$ cat config.mk
export PLATFORM = sky130hd
export DESIGN_NAME = clock_frequency_monitor
export DESIGN_NICKNAME = d
export VERILOG_FILES = /design/src/cfm_pkg.sv /design/src/clock_frequency_monitor.sv /design/src/cfm_in_stage.sv /design/src/cfm_core.sv
export SDC_FILE = /design/constraint.sdc
export NUM_CORES = 1
export LEC_CHECK = 0
export ABC_AREA = 1
export BUFFER_PORTS_ARGS = -buffer_cell sky130_fd_sc_hd__clkbuf_2
export CORE_MARGIN = 8
export CORE_UTILIZATION = 30
export DETAILED_ROUTE_END_ITERATION = 10
export GPL_ROUTABILITY_DRIVEN = 1
export PLACE_DENSITY_LB_ADDON = 0.2
export SLEW_MARGIN = 20
export SYNTH_ARGS = -nofsm -noshare
export SYNTH_HDL_FRONTEND = slang
export SYNTH_HIERARCHICAL = 1
export SYNTH_SLANG_ARGS = --single-unit
$ cat constraint.sdc
create_clock -name i_clk -period 4.4 [get_ports i_clk]
set_input_delay 0.66 -clock i_clk [delete_from_list [all_inputs] [get_ports i_clk]]
set_output_delay 0.66 -clock i_clk [all_outputs]
set_load 0.005 [all_outputs]
$ cat src/cfm_pkg.sv
`timescale 1ns / 1ps
`default_nettype none
// ============================================================================
// cfm_pkg
// Shared types and constants for the clock frequency monitor: function codes,
// field widths, register bit positions and the transaction payload.
// ============================================================================
package cfm_pkg;

    // Number of clock sources that can be selected. The selector field is
    // five bits wide whatever this value is.
    localparam int unsigned NUM_SOURCES = 32;

    localparam int unsigned SEL_W  = 5;
    localparam int unsigned REF_W  = 9;
    localparam int unsigned EDGE_W = 14;

    // Bit positions in the written word and in the packed register.
    localparam int unsigned SEL_LSB   = 24;
    localparam int unsigned START_BIT = 23;

    localparam logic [EDGE_W-1:0] EDGE_MAX = {EDGE_W{1'b1}};

    typedef enum logic [1:0] {
        FUNC_WRITE = 2'd0,
        FUNC_READ  = 2'd1,
        FUNC_TICK  = 2'd2
    } t_func;

    typedef struct packed {
        logic [1:0]  func;
        logic [31:0] write_data;
        logic        ref_tick;
        logic [31:0] source_edges;
    } t_item;

endpackage
`default_nettype wire

$ cat src/clock_frequency_monitor.sv
`timescale 1ns / 1ps
`default_nettype none
// ============================================================================
// clock_frequency_monitor
// Reference-gated frequency counter register. Each input transaction is a
// register write, a register read or a clock tick; every transaction returns
// exactly one result holding the packed register as it stands afterwards.
//
// Usage: the input channel (i_in_valid / o_in_ready) carries i_func,
// i_write_data, i_ref_tick and i_source_edges. The output channel
// (o_out_valid / i_out_ready) carries o_read_data and o_measuring. A write
// with bit 23 set starts a measurement; tick transactions then count edges
// of the selected source until the reference count runs out or the edge
// count saturates.
// Pipeline: an accepted transaction is held in the input register, and its
// result is loaded into the output register when cfm_core takes it from
// there. Throughput is one transaction per cycle while the receiver does
// not stall; the state update in cfm_core is combinational.
// Reset clears the selector, both counts, the running flag and both valid
// flags. When the receiver stalls, the result waits in the output register
// while one more transaction can still be taken into the input register;
// o_in_ready drops only when both registers are full.
// ============================================================================
module clock_frequency_monitor
    import cfm_pkg::*;
(
    input  wire logic        i_clk,
    input  wire logic        i_rst_n,
    input  wire logic        i_in_valid,
    output logic             o_in_ready,
    input  wire logic [1:0]  i_func,
    input  wire logic [31:0] i_write_data,
    input  wire logic        i_ref_tick,
    input  wire logic [31:0] i_source_edges,
    output logic             o_out_valid,
    input  wire logic        i_out_ready,
    output logic [31:0]      o_read_data,
    output logic             o_measuring
);

    t_item in_item;
    t_item stage_item;
    logic  stage_valid;
    logic  advance;

    assign in_item = '{func:         i_func,
                       write_data:   i_write_data,
                       ref_tick:     i_ref_tick,
                       source_edges: i_source_edges};

    // Input register stage.
    cfm_in_stage u_in_stage (
        .i_clk        (i_clk),
        .i_rst_n      (i_rst_n),
        .i_in_valid   (i_in_valid),
        .o_in_ready   (o_in_ready),
        .i_item       (in_item),
        .i_advance    (advance),
        .o_item_valid (stage_valid),
        .o_item       (stage_item)
    );

    // Register state, update logic and output register.
    cfm_core u_core (
        .i_clk        (i_clk),
        .i_rst_n      (i_rst_n),
        .i_item_valid (stage_valid),
        .i_item       (stage_item),
        .o_advance    (advance),
        .o_out_valid  (o_out_valid),
        .i_out_ready  (i_out_ready),
        .o_read_data  (o_read_data),
        .o_measuring  (o_measuring)
    );

    // A running measurement always has reference ticks left.
    a_run_has_ref : assert property (@(posedge i_clk) disable iff (!i_rst_n)
        (o_out_valid && o_measuring) |-> (o_read_data[REF_W-1:0] != '0))
        else $error("measurement running with zero reference count");

    // A running measurement never sits at edge saturation.
    a_run_below_sat : assert property (@(posedge i_clk) disable iff (!i_rst_n)
        (o_out_valid && o_measuring) |-> (o_read_data[START_BIT-1:REF_W] != EDGE_MAX))
        else $error("measurement running at saturated edge count");

    // The status flag and the running bit of the packed register agree.
    a_flag_matches : assert property (@(posedge i_clk) disable iff (!i_rst_n)
        o_out_valid |-> (o_measuring == o_read_data[START_BIT]))
        else $error("measuring flag disagrees with packed register");

    // With both stages full and the receiver stalled, nothing more is taken.
    a_full_stall : assert property (@(posedge i_clk) disable iff (!i_rst_n)
        (stage_valid && o_out_valid && !i_out_ready) |-> !o_in_ready)
        else $error("transaction accepted while both stages are full");

endmodule
`default_nettype wire

$ cat src/cfm_in_stage.sv
`timescale 1ns / 1ps
`default_nettype none
// ============================================================================
// cfm_in_stage
// Input register: captures one transaction and holds it until the result
// stage takes it.
// ============================================================================
module cfm_in_stage
    import cfm_pkg::*;
(
    input  wire logic  i_clk,
    input  wire logic  i_rst_n,
    input  wire logic  i_in_valid,
    output logic       o_in_ready,
    input  wire t_item i_item,
    input  wire logic  i_advance,
    output logic       o_item_valid,
    output t_item      o_item
);

    logic  r_valid;
    t_item r_item;

    // The register frees up whenever its content moves on.
    assign o_in_ready   = !r_valid || i_advance;
    assign o_item_valid = r_valid;
    assign o_item       = r_item;

    always_ff @(posedge i_clk) begin
        if (!i_rst_n) begin
            r_valid <= 1'b0;
        end else if (o_in_ready) begin
            r_valid <= i_in_valid;
        end
    end

    always_ff @(posedge i_clk) begin
        if (i_in_valid && o_in_ready) begin
            r_item <= i_item;
        end
    end

endmodule
`default_nettype wire

$ cat src/cfm_core.sv
`timescale 1ns / 1ps
`default_nettype none
// ============================================================================
// cfm_core
// Monitor register state, its update for one transaction, and the result
// register that presents the packed register after that transaction.
// ============================================================================
module cfm_core
    import cfm_pkg::*;
(
    input  wire logic  i_clk,
    input  wire logic  i_rst_n,
    input  wire logic  i_item_valid,
    input  wire t_item i_item,
    output logic       o_advance,
    output logic       o_out_valid,
    input  wire logic  i_out_ready,
    output logic [31:0] o_read_data,
    output logic       o_measuring
);

    logic [SEL_W-1:0]  r_sel;
    logic              r_run;
    logic [REF_W-1:0]  r_ref;
    logic [EDGE_W-1:0] r_edge;
    logic [SEL_W-1:0]  n_sel;
    logic              n_run;
    logic [REF_W-1:0]  n_ref;
    logic [EDGE_W-1:0] n_edge;

    logic              r_out_valid;
    logic [31:0]       r_read_data;
    logic              r_measuring;

    logic              sel_in_range;
    logic              edge_seen;
    logic              fire;

    assign o_advance   = !r_out_valid || i_out_ready;
    assign fire        = i_item_valid && o_advance;
    assign o_out_valid = r_out_valid;
    assign o_read_data = r_read_data;
    assign o_measuring = r_measuring;

    assign sel_in_range = ({1'b0, r_sel} < (SEL_W + 1)'(NUM_SOURCES));
    assign edge_seen    = sel_in_range && i_item.source_edges[r_sel];

    always_comb begin
        n_sel  = r_sel;
        n_run  = r_run;
        n_ref  = r_ref;
        n_edge = r_edge;
        case (i_item.func)
            FUNC_WRITE: begin
                n_sel = i_item.write_data[SEL_LSB +: SEL_W];
                if (i_item.write_data[START_BIT]) begin
                    n_ref  = i_item.write_data[REF_W-1:0];
                    n_edge = '0;
                    n_run  = (i_item.write_data[REF_W-1:0] != '0);
                end else begin
                    n_run = 1'b0;
                end
            end
            FUNC_TICK: begin
                if (r_run) begin
                    // Edge first, then the reference tick, then the stop test.
                    if (edge_seen && (r_edge != EDGE_MAX)) begin
                        n_edge = r_edge + 1'b1;
                    end
                    if (i_item.ref_tick && (r_ref != '0)) begin
                        n_ref = r_ref - 1'b1;
                    end
                    if ((n_ref == '0) || (n_edge == EDGE_MAX)) begin
                        n_run = 1'b0;
                    end
                end
            end
            default: begin
                // Reads and the unused code leave the state alone.
            end
        endcase
    end

    always_ff @(posedge i_clk) begin
        if (!i_rst_n) begin
            r_sel       <= '0;
            r_run       <= 1'b0;
            r_ref       <= '0;
            r_edge      <= '0;
            r_out_valid <= 1'b0;
        end else begin
            if (fire) begin
                r_sel  <= n_sel;
                r_run  <= n_run;
                r_ref  <= n_ref;
                r_edge <= n_edge;
            end
            if (o_advance) begin
                r_out_valid <= i_item_valid;
            end
        end
    end

    always_ff @(posedge i_clk) begin
        if (fire) begin
            r_read_data <= {3'b000, n_sel, n_run, n_edge, n_ref};
            r_measuring <= n_run;
        end
    end

endmodule
`default_nettype wire

==> key figures, run 1 <==
Final layout
  • Syn-to-layout area delta: 14.8%
  • Share of cells above drive strength 1: 0.217
  • Final instance area: 6360 um^2
  • Final-stage net count: 751
  • Number of diodes: 0
  • Filler cells: 1916

Detailed routing
  • Vias per cell: 4.76
  • Overall routed net length: 13600 um
  • Routed len/inst: 14.9 um
  • DRC errors left: 0
  • DRT iter0 DRCs: 308
  • ANT nets after route: 0
  • Pre-antenna DRT Iters: 5
  • Vias: 4339

Placement
  • GPL Wtd Cong: 0.839
  • Port bufs: 85
  • HPWL reported at the end of detailed placement: 9490 um
  • Post-place instance area: 6060 um^2

Pwr
  • Worst ir drop on vdd: 0.178 mV
  • Power Total: 2.42 mW
  • Power Density: 381 nW/um^2
  • Leakage power: 2.71 nW

Clock network
  • Clock Tree Buf Depth: 2
  • Cts repair resizes: 0
  • CTS tree: done
  • CTS clk-pin slew, worst paths: 0.08 ns
  • Total setup buffers inserted after CTS: 0
  • Hold buffer count at cts: 0
  • TritonCTS buffer count: 9
  • Clk sinks: 110
  • Htree depth: 3
  • Worst skew pair latency: 0.36 ns
  • CTS Root Cell: clkbuf_16

Worst hold path
  • HP Class: primary input to register

Worst setup path
  • Crit-path max cell delay: 0.42 ns
  • Crit path DAT: 3.00 ns
  • Critical path class: register to register
  • Critical path's most frequent cell: nand2_1
  • CP Cell Sequence: ha_1, nand3_1, inv_1, nand2_1, nor3_1, nand2_1, nand3_2, nor2_1, nor2_2, nand3_2, nor2_1, nand2_1, nand2_1, nand2_1, nand2_1, nand2_1
  • CP startpoint kind: register
  • Worst Path Buf+Inv: 1
  • Max stage delay cell, worst path: dfxtp_1
  • Largest fanout on the critical path: 14
  • Critical Path RT: 4.50 ns
  • Top delay family on crit path: simple AND/OR/NAND/NOR gates
  • Crit. End Element: register

STA
  • Final clock period utilization by the worst path: 0.660
  • Unrepaired setup endpoints after global routing: no
  • Slew headroom: 0.303
  • Minimum clock period: 2.91 ns
  • Final Slew Violations: 0
  • Setup Total Neg Slack: 0 ns
  • # setup viols final: 0
  • Skew final: 0.0102 ns
  • Fmax: 0.344 GHz
  • Worst Tran Pin Value: 1.04 ns
  • Final Hold Viols: 0

GRT
  • GRT overflow: 0
  • Pin count of the biggest net entering global routing: 59
  • Antenna violations before repair: 0
  • First-pass GRT wire length: 21700 um
  • Vias in the first global route: 4225
  • GRT Total Usage: 0.114

Synth
  • Post-synthesis cell area: 5540 um^2
  • Mapped Avg Cell Area: 9.16 um^2
  • Syn. warnings: 6
  • Syn Inst Count: 605

Die
  • Die Y: 152 um
  • Chip Width: 152 um
  • Die area: 23100 um^2
  • Initial Util: 0.308
  • FP Rows: 49
  • Core area: 18000 um^2
  • IO Count: 106

Outcome
  • Status: finished, final reports clean

Job
  • Max_cap viols: 0
[power breakdown]
part	total (mW)	switching [mW]	leakage, nW	internal [mW]
Sequential	1.23	0.0441	1.02	1.18
Combinational	0.381	0.251	1.55	0.130
Clock	0.816	0.412	0.144	0.404
[final cells by class]
type                       count  area [um^2]  area share
inverter                      76          293      0.0460
clock buffer                   9          225      0.0354
timing repair buffer          88          448      0.0704
sequential                   110         2990       0.470
clock inverter                 7         72.6      0.0114
tap                          229          287      0.0450
multi-input combinational    392         2040       0.321
[path summary, 6_finish.rpt]
path                                                            from                                   end  slack, ns  cells past startpoint
worst min register to register  u_in_stage/o_item_valid$_SDFFE_PN0P_  u_in_stage/o_item_valid$_SDFFE_PN0P_       0.54                      2
worst max-delay path                   u_core/r_edge[0]$_SDFFE_PN0P_      u_core/o_read_data[23]$_DFFE_PP_       1.49                     16
worst max register to register         u_core/r_edge[0]$_SDFFE_PN0P_      u_core/o_read_data[23]$_DFFE_PP_       1.49                     16
worst min-delay path                               i_source_edges[1]        u_in_stage/o_item[1]$_DFFE_PP_       0.47                      1
[metrics by stage]
stage / cells / hold WS (ns) / setup WS, ns / util
6_report: 911 / 0.471 / 1.49 / 0.353
4_1_cts: 911 / 0.454 / 1.52 / 0.353
3_3_place_gp: 895 / 0.512 / 1.57 / 0.336
3_5_place_dp: 895 / 0.523 / 1.54 / 0.336
5_1_grt: 911 / 0.447 / 1.24 / 0.353
2_1_floorplan: 607 / 0.480 / 0.669 / -
[registers in the layout, summed over array words and instances, names as in the netlist]
register	cells
u_core/r_edge	14
u_core/o_out_valid	1
u_in_stage/o_item	50
u_core/r_ref	9
u_in_stage/o_item_valid	1
u_core/o_read_data	29
u_core/r_sel	5
u_core/r_run	1
[layer usage]
metal  vias to the layer above  track usage  part of all wire
li1                       2193            -                 -
met1                      2017        0.144              0.46
met2                       105        0.184              0.47
met3                        24       0.0277             0.046
met4                         0       0.0486             0.021
met5                         -            0                 0
[worst reg2reg max path, cell delays in order (launching register included)]
cell and delay (ns):
dfxtp_1 0.42, ha_1 0.24, nand3_1 0.16, inv_1 0.11, nand2_1 0.10, nor3_1 0.17
nand2_1 0.39, nand3_2 0.37, nor2_1 0.08, nor2_2 0.12, nand3_2 0.08, nor2_1 0.10
nand2_1 0.07, nand2_1 0.06, nand2_1 0.04, nand2_1 0.07, nand2_1 0.06
[placed cells by master (no fill, tap or decap), types with 7 or more instances in the layout]
cell,n
o21ai_0,70
inv_1,69
edfxtp_1,79
nor2_1,32
nand2_2,18
nand3_2,12
clkbuf_2,85
a21oi_1,39
o211ai_1,9
dfxtp_1,31
nand2_1,114
clkbuf_16,9
nand3_1,37
o22ai_1,8
xor2_1,18
nand4_1,7
(Power assumes the default switching activity.)
==> run 2: changes to the inputs <==
==> constraint.sdc (replaced) <==
create_clock -name i_clk -period 2.93 [get_ports i_clk]
set_input_delay 0.4395 -clock i_clk [delete_from_list [all_inputs] [get_ports i_clk]]
set_output_delay 0.4395 -clock i_clk [all_outputs]
set_load 0.005 [all_outputs]
==> key figures, run 2 (synthesis results as in run 1) <==
Outcome
  • Status: finished, final reports clean

Job
  • Max_cap viols: 0

Die
  • Die area: 23100 um^2
  • Initial Util: 0.308
  • IO Count: 106
  • FP Rows: 49
  • Core area: 18000 um^2
  • Die Y: 152 um
  • Chip Width: 152 um

Clock network
  • CTS tree: done
  • Clock Tree Buf Depth: 2
  • Hold buffer count at cts: 0
  • CTS Root Cell: clkbuf_16
  • Cts repair resizes: 0
  • Htree depth: 3
  • Clk sinks: 110
  • Total setup buffers inserted after CTS: 0
  • TritonCTS buffer count: 9
  • CTS clk-pin slew, worst paths: 0.08 ns
  • Worst skew pair latency: 0.36 ns

STA
  • Worst Tran Pin Value: 0.753 ns
  • Final Slew Violations: 0
  • Setup Total Neg Slack: 0 ns
  • Final Hold Viols: 0
  • Slew headroom: 0.497
  • Final clock period utilization by the worst path: 0.847
  • Fmax: 0.403 GHz
  • Minimum clock period: 2.48 ns
  • Skew final: 0.00956 ns
  • # setup viols final: 0
  • Unrepaired setup endpoints after global routing: no

Placement
  • GPL Wtd Cong: 0.834
  • Port bufs: 85
  • HPWL reported at the end of detailed placement: 9550 um

Final layout
  • Syn-to-layout area delta: 15.9%
  • Final-stage net count: 759
  • Share of cells above drive strength 1: 0.223
  • Most common cell after layout, fill and taps aside: nand2_1
  • Max FFs per register: 50
  • Most frequent cells in the layout: 114 x nand2_1, 85 x clkbuf_2, 79 x edfxtp_1
  • Number of diodes: 0

Detailed routing
  • Routed len/inst: 14.5 um
  • Vias: 4287
  • Pre-antenna DRT Iters: 4
  • Overall routed net length: 13300 um
  • DRT iter0 DRCs: 370
  • DRC errors left: 0
  • ANT nets after route: 0
  • Vias per cell: 4.66

GRT
  • GRT Total Usage: 0.116
  • Met2 Use GR: 0.185
  • Met3 Use GR: 0.0285
  • GRT busiest layer: met2
  • Pin count of the biggest net entering global routing: 59
  • Vias in the first global route: 4287
  • Antenna violations before repair: 0
  • GRT overflow: 0
  • First-pass GRT wire length: 21800 um
  • Met1 Use GR: 0.147

Worst hold path
  • HP Class: primary input to register

Worst setup path
  • Largest fanout on the critical path: 8
  • Crit. End Element: register
  • Crit path DAT: 2.58 ns
  • Critical path class: register to register
  • Critical Path RT: 3.03 ns
  • CP startpoint kind: register

Pwr
  • Worst ir drop on vdd: 0.299 mV
  • Leakage power: 2.75 nW
  • Power Density: 566 nW/um^2
  • Power Total: 3.63 mW
run 2: cell count changes in the layout (fill, tap and decap cells not counted), sizes merged:
cell / change
clkinvlp: +1
buf: +8
inv: -1
run 2: routing by layer:
layer	routed length, um	share of wire
met5	0	0
met4	189	0.014
met3	621	0.047
met2	6240	0.47
met1	6290	0.47
run 2: layout make-up:
type / count / area (um^2)
clock buffer: 9 / 225
clock inverter: 7 / 63.8
fill: 1863 / 11600
inverter: 76 / 293
multi-input combinational: 392 / 2040
sequential: 110 / 2990
tap: 229 / 287
timing repair buffer: 96 / 520
run 2: worst paths after layout:
kind	cells past startpoint	slack, ns	from	endpoint
worst max-delay path	17	0.45	u_core/r_edge[1]$_SDFFE_PN0P_	u_core/o_read_data[23]$_DFFE_PP_
worst min register to register	2	0.54	u_in_stage/o_item_valid$_SDFFE_PN0P_	u_in_stage/o_item_valid$_SDFFE_PN0P_
worst min-delay path	1	0.25	i_source_edges[2]	u_in_stage/o_item[2]$_DFFE_PP_
worst max register to register	17	0.45	u_core/r_edge[1]$_SDFFE_PN0P_	u_core/o_read_data[23]$_DFFE_PP_
run 2: per-stage QoR:
step | instance area [um^2] | instances | setup WS, ns | hold WS, ns | utilization
final | 6420 | 919 | 0.450 | 0.248 | 0.356
after CTS | 6420 | 919 | 0.395 | 0.234 | 0.356
after global placement | 6130 | 903 | 0.388 | 0.515 | 0.340
after global routing | 6420 | 919 | 0.0919 | 0.227 | 0.356
after detailed placement | 6130 | 903 | 0.405 | 0.528 | 0.340
after floorplan | 5550 | 607 | 0.430 | 0.493 | -
run 2: worst max-delay path: stages (launching register included):
cell     delay, ns
dfxtp_1       0.37
ha_1          0.22
nand3_1       0.15
inv_1         0.10
nand2_1       0.08
nor3_1        0.13
nand2_1       0.22
buf_4         0.25
nand3_1       0.08
nand2_1       0.07
nor2_1        0.11
nand2_1       0.07
nor2_1        0.08
nand2_1       0.07
nand2_1       0.05
nand2_1       0.04
nand2_1       0.07
nand2_1       0.06
run 2: power breakdown:
group	internal [mW]	total, mW	switching [mW]
Sequential	1.78	1.83	0.0573
Combinational	0.204	0.583	0.379
Clock	0.598	1.22	0.619
Total	2.58	3.63	1.06
